File: src/rtl/sfr_pkg.sv
// Package for the streaming find-and-replace block.
// Holds configuration codes, shared structs and byte-mask helpers; depends on nothing.
`timescale 1ns / 1ps

package sfr_pkg;

	localparam int MAX_PATTERN_BYTES = 8;
	localparam int REPL_MAX_BYTES    = 8;
	localparam int WIN_BYTES         = 8;
	localparam int WIN_W             = 8 * WIN_BYTES;
	localparam int LEN_W             = 4;
	localparam int CNT_W             = 3;

	typedef enum logic [1:0] {
		CFG_PATTERN_BYTES,
		CFG_PATTERN_LENGTH,
		CFG_REPLACEMENT_BYTES,
		CFG_REPLACEMENT_LENGTH
	} cfg_index_t;

	// Effective configuration as seen by the matcher.
	typedef struct packed {
		logic [WIN_W-1:0] pat;
		logic [LEN_W-1:0] plen;
		logic [WIN_W-1:0] rep;
		logic [LEN_W-1:0] rlen;
	} cfg_t;

	// A group of up to eight results caused by one input transaction.
	typedef struct packed {
		logic [WIN_W-1:0] bytes;
		logic [LEN_W-1:0] count;
		logic             eos;
		logic             empty;
	} burst_t;

	function automatic logic [WIN_W-1:0] byte_mask(input logic [LEN_W-1:0] n);
		logic [WIN_W-1:0] m;
		m = '0;
		for (int i = 0; i < WIN_BYTES; i++) begin
			m[8*i +: 8] = (LEN_W'(i) < n) ? 8'hFF : 8'h00;
		end
		return m;
	endfunction

	function automatic logic [LEN_W-1:0] cap_len(input logic [LEN_W-1:0] len,
		input logic [LEN_W-1:0] cap);
		return (len > cap) ? cap : len;
	endfunction

endpackage

File: src/rtl/sfr_step.sv
// Pattern window and the per-byte match step of the find-and-replace block.
// Depends on sfr_pkg for the configuration and burst structs.
`timescale 1ns / 1ps

module sfr_step import sfr_pkg::*; (
	input  logic             clk,
	input  logic             arst_n,
	input  cfg_t             cfg,
	input  logic             clear,
	input  logic             step_en,
	input  logic [7:0]       data_byte,
	input  logic             end_of_stream,
	output burst_t           burst,
	output logic [CNT_W-1:0] win_count
);

	logic [WIN_W-1:0] window_q;
	logic [CNT_W-1:0] count_q;
	logic [WIN_W-1:0] win_ins;
	logic [WIN_W-1:0] pmask;
	logic [LEN_W-1:0] cnt1;
	logic             full;
	logic             hit;
	logic [WIN_W-1:0] next_win;
	logic [CNT_W-1:0] next_cnt;

	always_comb begin
		win_ins = (window_q & byte_mask({1'b0, count_q}))
			| ({{(WIN_W-8){1'b0}}, data_byte} << {count_q, 3'b000});
		cnt1    = {1'b0, count_q} + LEN_W'(1);
		full    = cnt1 >= cfg.plen;
		pmask   = byte_mask(cfg.plen);
		hit     = full && ((win_ins & pmask) == (cfg.pat & pmask));

		burst    = '0;
		next_win = window_q;
		next_cnt = count_q;

		if (cfg.plen == '0) begin
			// Pass-through: every byte goes straight out.
			burst.bytes = {{(WIN_W-8){1'b0}}, data_byte};
			burst.count = LEN_W'(1);
			next_win    = '0;
			next_cnt    = '0;
		end else if (hit) begin
			burst.bytes = cfg.rep;
			burst.count = cfg.rlen;
			next_win    = '0;
			next_cnt    = '0;
		end else if (full) begin
			// Oldest byte leaves; on the last byte the rest follows it.
			burst.bytes = win_ins;
			burst.count = end_of_stream ? cfg.plen : LEN_W'(1);
			next_win    = win_ins >> 8;
			next_cnt    = CNT_W'(cfg.plen - LEN_W'(1));
		end else begin
			burst.bytes = win_ins;
			burst.count = end_of_stream ? cnt1 : '0;
			next_win    = win_ins;
			next_cnt    = cnt1[CNT_W-1:0];
		end

		if (end_of_stream) begin
			next_win = '0;
			next_cnt = '0;
			if (burst.count == '0) begin
				burst.bytes = '0;
				burst.count = LEN_W'(1);
				burst.empty = 1'b1;
			end
		end
		burst.eos = end_of_stream;
	end

	always_ff @(posedge clk or negedge arst_n) begin
		if (!arst_n) begin
			window_q <= '0;
			count_q  <= '0;
		end else if (clear) begin
			window_q <= '0;
			count_q  <= '0;
		end else if (step_en) begin
			window_q <= next_win;
			count_q  <= next_cnt;
		end
	end

	assign win_count = count_q;

endmodule

File: src/rtl/sfr_burst.sv
// Result register that serializes one burst of results, one per output transaction.
// Depends on sfr_pkg for the burst struct.
`timescale 1ns / 1ps

module sfr_burst import sfr_pkg::*; (
	input  logic       clk,
	input  logic       arst_n,
	input  logic       load,
	input  burst_t     burst_in,
	output logic       load_ready,
	output logic       out_valid,
	input  logic       out_stall,
	output logic [7:0] out_byte,
	output logic       byte_present,
	output logic       run_last,
	output logic       stream_last
);

	logic             valid_q;
	logic [WIN_W-1:0] bytes_q;
	logic [LEN_W-1:0] count_q;
	logic             eos_q;
	logic             empty_q;
	logic             take;

	assign run_last     = count_q == LEN_W'(1);
	assign stream_last  = run_last && eos_q;
	assign out_byte     = bytes_q[7:0];
	assign byte_present = !empty_q;
	assign out_valid    = valid_q;
	assign take         = valid_q && !out_stall;
	assign load_ready   = !valid_q || (take && run_last);

	always_ff @(posedge clk or negedge arst_n) begin
		if (!arst_n) begin
			valid_q <= 1'b0;
			count_q <= '0;
		end else if (load) begin
			valid_q <= 1'b1;
			count_q <= burst_in.count;
		end else if (take) begin
			valid_q <= !run_last;
			count_q <= count_q - LEN_W'(1);
		end
	end

	always_ff @(posedge clk) begin
		if (load) begin
			bytes_q <= burst_in.bytes;
			eos_q   <= burst_in.eos;
			empty_q <= burst_in.empty;
		end else if (take) begin
			bytes_q <= bytes_q >> 8;
		end
	end

endmodule

File: src/rtl/stream_find_replace_top.sv
// Top level of the streaming find-and-replace block.
// Depends on sfr_pkg, sfr_step and sfr_burst.
`timescale 1ns / 1ps

// Streaming find-and-replace: bytes come in one per input transaction and every leftmost,
// non-overlapping occurrence of the configured pattern (up to eight bytes) is replaced by
// the configured replacement (up to eight bytes, zero deletes the match). A byte that can
// no longer start a match leaves as soon as the window fills to the pattern length, and
// the byte marked end_of_stream flushes everything still pending; if that byte produces
// no data, a single result with byte_present low closes the stream. A pattern length of
// zero passes bytes through unchanged. The block accepts one byte per cycle while each
// byte causes at most one result and the output does not stall; a byte that causes more
// results (a replacement or a flush) holds the output result register until all are
// taken, and the input stalls while the next byte's results wait for it. A byte passes
// through an input register and the output result register. The user writes configuration
// through cfg_we, cfg_index and cfg_data only while no transaction is in flight; the block
// does not enforce this. Writing the pattern length discards any pending bytes.
module stream_find_replace_top import sfr_pkg::*; (
	input  logic        clk,
	input  logic        arst_n,
	input  logic        cfg_we,
	input  logic [1:0]  cfg_index,
	input  logic [63:0] cfg_data,
	input  logic        in_valid,
	output logic        in_stall,
	input  logic [7:0]  data_byte,
	input  logic        end_of_stream,
	output logic        out_valid,
	input  logic        out_stall,
	output logic [7:0]  out_byte,
	output logic        byte_present,
	output logic        run_last,
	output logic        stream_last
);

	logic [WIN_W-1:0] pat_q;
	logic [LEN_W-1:0] plen_q;
	logic [WIN_W-1:0] rep_q;
	logic [LEN_W-1:0] rlen_q;
	cfg_t             cfg;
	cfg_index_t       widx;
	logic             clear_win;

	logic             valid_s1;
	logic [7:0]       byte_s1;
	logic             eos_s1;

	burst_t           burst;
	logic             load_ready;
	logic             step_fire;
	logic             load;
	logic [CNT_W-1:0] win_count;

	// Configuration registers. Lengths above their limits are clamped on use.
	assign widx      = cfg_index_t'(cfg_index);
	assign clear_win = cfg_we && (widx == CFG_PATTERN_LENGTH);

	always_ff @(posedge clk or negedge arst_n) begin
		if (!arst_n) begin
			pat_q  <= '0;
			plen_q <= '0;
			rep_q  <= '0;
			rlen_q <= '0;
		end else if (cfg_we) begin
			unique case (widx)
				CFG_PATTERN_BYTES:      pat_q  <= cfg_data;
				CFG_PATTERN_LENGTH:     plen_q <= cfg_data[LEN_W-1:0];
				CFG_REPLACEMENT_BYTES:  rep_q  <= cfg_data;
				CFG_REPLACEMENT_LENGTH: rlen_q <= cfg_data[LEN_W-1:0];
				default:                pat_q  <= pat_q;
			endcase
		end
	end

	assign cfg.pat  = pat_q;
	assign cfg.plen = cap_len(plen_q, LEN_W'(MAX_PATTERN_BYTES));
	assign cfg.rep  = rep_q;
	assign cfg.rlen = cap_len(rlen_q, LEN_W'(REPL_MAX_BYTES));

	// The held byte moves on when its results fit into the result register, or at once
	// when it causes no result at all.
	assign step_fire = valid_s1 && ((burst.count == '0) || load_ready);
	assign load      = step_fire && (burst.count != '0);
	assign in_stall  = valid_s1 && !step_fire;

	always_ff @(posedge clk or negedge arst_n) begin
		if (!arst_n) begin
			valid_s1 <= 1'b0;
		end else if (!in_stall) begin
			valid_s1 <= in_valid;
		end
	end

	always_ff @(posedge clk) begin
		if (in_valid && !in_stall) begin
			byte_s1 <= data_byte;
			eos_s1  <= end_of_stream;
		end
	end

	sfr_step u_step (
		.clk           (clk),
		.arst_n        (arst_n),
		.cfg           (cfg),
		.clear         (clear_win),
		.step_en       (step_fire),
		.data_byte     (byte_s1),
		.end_of_stream (eos_s1),
		.burst         (burst),
		.win_count     (win_count)
	);

	sfr_burst u_burst (
		.clk          (clk),
		.arst_n       (arst_n),
		.load         (load),
		.burst_in     (burst),
		.load_ready   (load_ready),
		.out_valid    (out_valid),
		.out_stall    (out_stall),
		.out_byte     (out_byte),
		.byte_present (byte_present),
		.run_last     (run_last),
		.stream_last  (stream_last)
	);

	// The window never holds a whole pattern's worth of bytes between steps.
	a_win_below_plen: assert property (@(posedge clk) disable iff (!arst_n)
		(cfg.plen != '0) |-> ({1'b0, win_count} < cfg.plen))
		else $error("pending window reached the pattern length");

	// In pass-through mode nothing is ever pending.
	a_win_empty_passthru: assert property (@(posedge clk) disable iff (!arst_n)
		(cfg.plen == '0) |-> (win_count == '0))
		else $error("bytes pending while pattern length is zero");

	// The empty marker only ever closes a stream.
	a_empty_is_end: assert property (@(posedge clk) disable iff (!arst_n)
		(out_valid && !byte_present) |-> (run_last && stream_last))
		else $error("empty result that does not close the stream");

	// A byte that is held back is always waiting on the result register.
	a_stall_waits_output: assert property (@(posedge clk) disable iff (!arst_n)
		in_stall |-> (out_valid && burst.count != '0))
		else $error("input stalled while results could be taken");

endmodule

File: config.mk
export PLATFORM = sky130hd
export DESIGN_NAME = stream_find_replace_top
export DESIGN_NICKNAME = d
export VERILOG_FILES = /design/src/rtl/sfr_pkg.sv /design/src/rtl/sfr_step.sv /design/src/rtl/sfr_burst.sv /design/src/rtl/stream_find_replace_top.sv
export SDC_FILE = /design/constraint.sdc
export NUM_CORES = 1
export LEC_CHECK = 0
export BUFFER_PORTS_ARGS = -buffer_cell sky130_fd_sc_hd__buf_4
export CAP_MARGIN = 20
export CORE_MARGIN = 5
export CORE_UTILIZATION = 65
export CTS_BUF_LIST = sky130_fd_sc_hd__clkbuf_8
export DETAILED_ROUTE_END_ITERATION = 8
export GPL_TIMING_DRIVEN = 0
export PLACE_DENSITY = 0.94
export SLEW_MARGIN = 25
export SYNTH_ARGS = -nofsm -noshare
export SYNTH_HDL_FRONTEND = slang
export SYNTH_HIERARCHICAL = 1
export SYNTH_SLANG_ARGS = --single-unit
File: constraint.sdc
create_clock -name clk -period 12.76 [get_ports clk]
set_input_delay 1.914 -clock clk [delete_from_list [all_inputs] [get_ports clk]]
set_output_delay 1.914 -clock clk [all_outputs]
set_load 0.02 [all_outputs]
* Word-level counts from Yosys, hierarchy flattened
Index checks and enable logic that the tools add are counted.
W data, S select, Z words.
** Cells by class
- Eq/ne operators :: 5
- $lt $le $gt $ge :: 18
- Mux-type cells :: 43
- Shift operators :: 1
- Reductions and logical operators :: 28
- Bitwise logic cells :: 4
- $add $sub $neg :: 3
** Operators by type and width (number)
- $mux W64 :: 8
- $mux W68 :: 4
- $and A64 B64 Y64 :: 2
- $mux W8 :: 15
- $and A64 B56 Y64 :: 1
- $eq A64 B64 Y1 :: 1
- $or A64 B64 Y64 :: 1
- $shl A8 B6 Y64 :: 1
- $mux W4 :: 7
- $mux W3 :: 6
- $lt A3 B4 Y1 const A :: 4
- $logic_not A4 Y1 :: 3
- $logic_and A1 B1 Y1 :: 9
- $lt A3 B3 Y1 const A :: 3
- $gt A4 B4 Y1 const B :: 2
- $lt A1 B4 Y1 const A :: 2
- $lt A2 B4 Y1 const A :: 2
- $reduce_and A2 Y1 :: 4
- $logic_not A1 Y1 :: 6
- $lt A1 B3 Y1 const A :: 2
- $lt A2 B3 Y1 const A :: 2
- $add A3 B1 Y4 const B :: 1
- $eq A2 B2 Y1 const B :: 2
- $eq A4 B1 Y1 const B :: 1
- 9 further kinds :: 13
** Word-level totals
- Output and inout bits :: 13
- Register bits after elaboration :: 284
- Bits of input ports :: 80

* Longest topological paths before layout
Gate-level depths: netlist (run 1).
- Depth after elaboration :: 19
- Depth in mapped cells :: 21

* Cells and area by module
The synthesis (run 1) kept the hierarchy.
** Modules (own cells, without submodules)
- sfr_step :: cells an instance 859, area an instance 6771.5 um^2, sequential area each 1476.4 um^2, instances 1
- stream_find_replace_top :: cells an instance 318, area an instance 6074.6 um^2, sequential area each 3698.5 um^2, instances 1
- sfr_burst :: cells an instance 178, area an instance 3099.2 um^2, sequential area each 2107.0 um^2, instances 1

* Worst setup path after synthesis (run 1)
OpenSTA, ideal clock, no wires.
- Path type :: register -> register
- Start :: register u_step.count_q[2] (netlist: u_step/win_count[2])
- End :: register u_burst.bytes_q[0], enable pin
- Data required time :: 12.065 ns
- Library setup time :: 0.695 ns
- Setup slack :: 6.804 ns
- Stages on the path, launching flop included :: 19
- Data arrival time :: 5.261 ns
- Buffers on the path :: 6
- Cells stage by stage :: dfrtp_1 buf_4 buf_6 buf_2 xor2_1 ha_1 a21o_1 a21o_1 clkbuf_1 o221ai_1 nor4b_4 o21ai_4 mux2_1 or3_1 nor4_1 nor2_1 buf_6 buf_4 nand2b_1
** RTL lines
- start, declared :: RTL line sfr_step.sv:18 : logic [CNT_W-1:0] count_q;
- start signal, assigned :: RTL line sfr_step.sv:84 : count_q <= next_cnt;
- end signal, assigned :: RTL line sfr_burst.sv:49 : bytes_q <= burst_in.bytes;
- end signal, assigned :: RTL line sfr_burst.sv:53 : bytes_q <= bytes_q >> 8;
- end, declared :: RTL line sfr_burst.sv:20 : logic [WIN_W-1:0] bytes_q;

==> results of run 1 <==
[synthesized netlist by cell type, drive strengths merged (3+ instances only)]
library cell  number
a211oi            11
a21boi             8
nor4b              3
a21o               3
nand2            132
o31ai              4
a21oi             29
nor3              63
o21ai             88
buf               73
o41ai              3
or2               10
nand3b            12
and2              10
nor2b              7
or3               16
o211ai             8
xor2              12
inv               29
a22o              10
o21a               3
mux2i            100
mux2             195
o32ai              4
nand4bb            7
a221oi            12
dfrtp            201
nor2              27
nand3             38
nor4bb             4
xnor2             36
clkbuf            43
ha                10
nand2b             9
and4               3
nand4             12
a31oi             17
edfxtp            75
nor4               9
[worst max-delay path, delay by kind of cell (launching register included)]
kind	cells	cell delay, ns
xor gates and xnor gates	1	0.21
buffers and inverters	2	0.81
AOI/OAI and AO/OA	3	1.07
and+or+nand+nor	6	2.31
DFF	1	0.35
muxes	1	0.35
[state kept, by name, summed over array words and instances, names as in the netlist, 3 cells and up]
name,count
u_burst/bytes_q,64
u_step/window_q,56
plen_q,4
pat_q,64
byte_s1,8
rlen_q,4
rep_q,64
u_burst/count_q,4
u_step/win_count,3
[routing by layer]
layer | part of all wire | up-vias
met5 | 0 | -
met4 | 0.063 | 0
met3 | 0.090 | 197
met2 | 0.46 | 673
met1 | 0.39 | 5826
li1 | - | 5209
[logic make-up (layout without fill, tap and decap cells)]
kind of cell             count (synthesis)  after routing  share of synthesized area
XOR/XNOR                                48             48                    0.02637
flip-flops                             276            276                     0.4567
multiplexers                           295            295                     0.2290
AND/OR/NAND/NOR                        366            366                     0.1330
buffers and inverters                  145            326                    0.06011
adder cells (fa/ha/maj)                 10             10                   0.007847
AO/OA/AOI/OAI                          215            215                    0.08702
[where the power goes]
part	internal, uW	switching [uW]	total [uW]
combinational	729	1100	1820
clock	385	365	751
sequential	1220	158	1380
total	2330	1620	3950
[through the flow]
stage	instance area, um^2	power (uW)	setup slack (ns)
3_3_place_gp	17040	3087	4.898
6_report	18010	3952	5.155
4_1_cts	18010	3909	5.420
3_5_place_dp	17130	3146	6.050
2_1_floorplan	15950	2600	6.804
5_1_grt	18010	4119	5.126
[cell type report]
| class | count | area share |
|---|---|---|
| well taps | 324 | 0.02251 |
| inverters | 29 | 0.006044 |
| plain buffers | 116 | 0.04717 |
| clock buffers | 54 | 0.04126 |
| multi-input cells | 934 | 0.4282 |
| repair buffers | 95 | 0.04293 |
| flip-flops and latches | 276 | 0.4043 |
| clock inverters | 32 | 0.007572 |
[worst paths after layout]
| kind | end | cells past startpoint | from |
|---|---|---|---|
| min | u_step/window_q[12] | 2 | u_step/window_q[12] |
| max reg2reg | u_burst/bytes_q[30] | 16 | byte_s1[4] |
| max | in_stall | 13 | byte_s1[4] |
| min reg2reg | u_step/window_q[12] | 2 | u_step/window_q[12] |
| min in group asynchronous | rep_q[12] | 1 | arst_n |
| max in group asynchronous | rep_q[40] | 3 | arst_n |
==> impl_metrics.yaml, run 1 <==
status:
  status: "completed"
timing:
  fmax_ghz: 0.1315
  min_period_ns: 7.605
  setup_viol: 0
  drv_slew: 0
  period_share: 0.5960
  fin_skew_ns: 0.02522
  relSlewSlack: 0.2864
  final_hold_viol_count: 0
  hold-worst-slack_ns: 0.4880
  worstMarginPinSlew_ns: 1.061
  rsz0062_at_grt: "no"
  fin_tns_setup_ns: 0
global_routing:
  grtUsageMet1: 0.4019
  grt_max_degree: 95
  grt_pass1_wl_um: 69790
  grt_use_total: 0.3163
  top_usage_layer: "met2"
  grt_use_met2: 0.5006
  gr-total-overflow: 0
  antenna_found_initial: 0
  grt.met3_usage: 0.07940
  grt_pass1_vias: 12238
synthesis:
  syn_nets: 1445
  synthArstFlopShare: 0.7283
  yosysWarnings: 6
  syn_area_per_cell_um2: 11.77
  synthFlopType: "dfrtp_1"
  yosys.area.top_type_share: 0.3154
  synthTopCellsByArea: "dfrtp_1, edfxtp_1, mux2_4, mux2i_1, mux2_2"
  synthCells: 1355
  syn-cell-area_mm2: 0.01595
  synth_cell_types: 78
  yosysSeqAreaShare: 0.4567
  synth-seq-cells: 276
  synth_top_area_cell: "dfrtp_1"
  synth_edf_count: 75
setup_path:
  worstPathCellList: "clkbuf_1 -> nand3_1 -> o21ai_1 -> xnor2_1 -> nand4_1 -> nor4_1 -> a41o_1 -> o21ai_4 -> mux2_1 -> or3_1 -> nor4_1 -> nor3_1 -> buf_4"
  crit_slowest_cell: "nor4_1"
  critPathLaunchType: "flop"
  r2r_slack_ns: 6.22
  critical-path-max-stage-delay_ns: 0.89
  end_kind: "primary output"
  crit_required_ns: 10.85
  cp_max_fo: 10
  crit_type: "reg -> out"
  crit_arrival_ns: 5.69
  cp_common_cell: "nor4_1"
clock_tree:
  htreeDepth: 2
  cts_resized: 0
  cts-root-buf: "clkbuf_8"
  cts_tree: "done"
  cts_inserted_buffers: 46
  path_clk_slew_ns: 0.07
  cts_hold_buf: 0
  insertion_delay_ns: 0.58
  cts_buffer_depth: 3
  cts_setup_buffers: 0
  cts_sinks: 276
detailed_routing:
  viasPerCell: 6.401
  drt_iter0_drc: 1433
  firstDrtPassIters: 8
  wirelength_um: 44930
  antenna_left: 0
  drc: 0
  vias: 11905
  drt-wirelength-per-cell_um: 24.16
floorplan:
  die_x_um: 166.6
  dieHeight_um: 166.6
  fp.coreArea_mm2: 0.02425
  floorplan.initialDensity: 0.6576
  rows: 57
  io_pins: 93
  die-area_mm2: 0.02776
placement:
  dp_cells: 1774
  portBuffers: 92
  gp_congestion: 0.9578
  hpwl_um: 32250
final_layout:
  diodes: 0
  drive_gt1_frac: 0.3190
  layout_common_cells: "dfrtp_1, nand2_1, mux2_4"
  final_common_cell: "dfrtp_1"
  layout.nets: 1588
  multiInputGateArea_mm2: 0.007712
  stdcell_count: 1860
  fillers: 1563
  regArea_mm2: 0.007282
  utilization: 0.7428
  syn2layout_area_growth_pct: 12.95
pwr:
  power.density_mw_per_mm2: 219.4
  leakagePower_uw: 0.008093
  vdd_ir_drop_max_uv: 118.5
worst_hold_path:
  hp-class: "reg -> reg"
run:
  maxCapViolations: 0
(Power assumes the default switching activity.)
==> run 2: changes to the inputs <==
--- a/config.mk
+++ b/config.mk
@@ -8,11 +8,11 @@
 export BUFFER_PORTS_ARGS = -buffer_cell sky130_fd_sc_hd__buf_4
 export CAP_MARGIN = 20
 export CORE_MARGIN = 5
-export CORE_UTILIZATION = 65
+export CORE_UTILIZATION = 64
 export CTS_BUF_LIST = sky130_fd_sc_hd__clkbuf_8
 export DETAILED_ROUTE_END_ITERATION = 8
 export GPL_TIMING_DRIVEN = 0
-export PLACE_DENSITY = 0.94
+export PLACE_DENSITY = 0.93
 export SLEW_MARGIN = 25
 export SYNTH_ARGS = -nofsm -noshare
 export SYNTH_HDL_FRONTEND = slang
==> constraint.sdc (replaced) <==
create_clock -name clk -period 7.2 [get_ports clk]
set_input_delay 1.08 -clock clk [delete_from_list [all_inputs] [get_ports clk]]
set_output_delay 1.08 -clock clk [all_outputs]
set_load 0.02 [all_outputs]
==> impl_metrics.yaml, run 2 (synthesized netlist as in run 1, its figures left out) <==
floorplan:
  rows: 57
  die-area_mm2: 0.02817
  fp.coreArea_mm2: 0.02446
  io_pins: 93
  dieHeight_um: 167.8
  die_x_um: 167.8
  floorplan.initialDensity: 0.6518
detailed_routing:
  drc: 0
  drt_iter0_drc: 1617
  firstDrtPassIters: 8
  vias: 12008
  wirelength_um: 44830
  antenna_left: 0
  drt-wirelength-per-cell_um: 24.12
  viasPerCell: 6.459
final_layout:
  top_regs: "pat_q: 64 flops, rep_q: 64 flops, u_burst/bytes_q: 64 flops"
  final_common_cell: "dfrtp_1"
  diodes: 0
  utilization: 0.7377
  regArea_mm2: 0.007282
  fillers: 1669
  layout.nets: 1589
  drive_gt1_frac: 0.3212
  stdcell_count: 1859
  multiInputGateArea_mm2: 0.007720
  syn2layout_area_growth_pct: 13.17
  layout_common_cells: "dfrtp_1, nand2_1, mux2_4"
timing:
  rsz0062_at_grt: "no"
  worstMarginPinSlew_ns: 0.8867
  setup_viol: 0
  drv_slew: 0
  relSlewSlack: 0.4035
  fmax_ghz: 0.1480
  min_period_ns: 6.758
  fin_skew_ns: 0.03090
  final_hold_viol_count: 0
  period_share: 0.9386
pwr:
  leakagePower_uw: 0.008102
  vdd_ir_drop_max_uv: 248.7
  power.density_mw_per_mm2: 390.6
clock_tree:
  cts_setup_buffers: 0
  cts_tree: "done"
  insertion_delay_ns: 0.57
  cts_inserted_buffers: 47
  cts_sinks: 276
  cts-root-buf: "clkbuf_8"
  cts_hold_buf: 0
  htreeDepth: 2
  path_clk_slew_ns: 0.06
  cts_buffer_depth: 3
  cts_resized: 0
run:
  maxCapViolations: 0
setup_path:
  regToRegEndpoint: "u_burst/bytes_q[19]"
  end_kind: "primary output"
  crit_start: "byte_s1[4]"
  r2r_slack_ns: 0.54
  rr_startpoint: "byte_s1[4]"
  reg2reg_depth: 16
  crit_required_ns: 6.12
  crit_type: "reg -> out"
  critPathLaunchType: "flop"
  crit_arrival_ns: 5.68
  crit_path_end: "in_stall"
  cp_max_fo: 10
global_routing:
  gr-total-overflow: 0
  grt_max_degree: 83
  grt_use_total: 0.3099
  grt_pass1_vias: 12119
  antenna_found_initial: 0
  grt_pass1_wl_um: 68970
placement:
  hpwl_um: 32250
  gp_congestion: 0.9878
  portBuffers: 92
  dp_cells: 1774
worst_hold_path:
  hp-class: "in -> async"
status:
  status: "completed"
[run 2: worst min path at each step]
stage / depth (start not counted) / to / slack, ns / startpoint
4_1_cts: 1 / pat_q[4] / 0.45 / arst_n
2_1_floorplan: 2 / u_step/window_q[11] / 0.44 / u_step/window_q[11]
6_report: 1 / pat_q[4] / 0.44 / arst_n
3_5_place_dp: 2 / u_step/window_q[9] / 0.47 / u_step/window_q[9]
5_1_grt: 1 / rep_q[4] / 0.48 / arst_n
3_3_place_gp: 2 / u_step/window_q[9] / 0.46 / u_step/window_q[9]
[run 2: critical path: stages (launching register included)]
cell and delay [ns]:
edfxtp_1 0.41, clkbuf_1 0.59, nand2_1 0.38, o21ai_0 0.67, xnor2_1 0.19, and4_1 0.24, a31oi_2 0.15, nor4b_4 0.49
o21ai_4 0.24, mux2_1 0.37, or3_1 0.37, nor4_1 0.72, nor3_1 0.09, buf_4 0.19
[run 2: final cells by class]
class / instances / share of cell area
Buffer: 116 / 0.04708
Clock buffer: 55 / 0.04195
Clock inverter: 30 / 0.008251
Inverter: 29 / 0.006032
Multi-Input combinational cell: 934 / 0.4278
Sequential cell: 276 / 0.4036
Tap cell: 324 / 0.02247
Timing Repair Buffer: 95 / 0.04285
[run 2: layer usage]
layer	vias to the layer above	global-route usage	wire, um	share of wire
li1	5214	-	-	-
met1	5889	0.4167	17320	0.39
met2	763	0.4958	21170	0.47
met3	142	0.05815	4230	0.094
met4	0	0.1348	2114	0.047
met5	-	0	0	0
[run 2: report_power, final]
group | switching, uW | internal, uW
registers | 284 | 2160
clock network | 641 | 728
logic | 1940 | 1290
[run 2: stage by stage]
| step | power [uW] | instance area (um^2) | setup TNS (ns) | worst slack [ns] | hold WS [ns] |
|---|---|---|---|---|---|
| floorplan | 4608 | 15950 | 0 | 1.244 | 0.4436 |
| global placement | 5470 | 17040 | -50.02 | -0.7864 | 0.4570 |
| detailed placement | 5575 | 17130 | 0 | 0.7688 | 0.4695 |
| CTS | 6961 | 18040 | 0 | 0.5992 | 0.4511 |
| global route | 7322 | 18040 | 0 | 0.2162 | 0.4805 |
| finish | 7048 | 18040 | 0 | 0.4423 | 0.4425 |
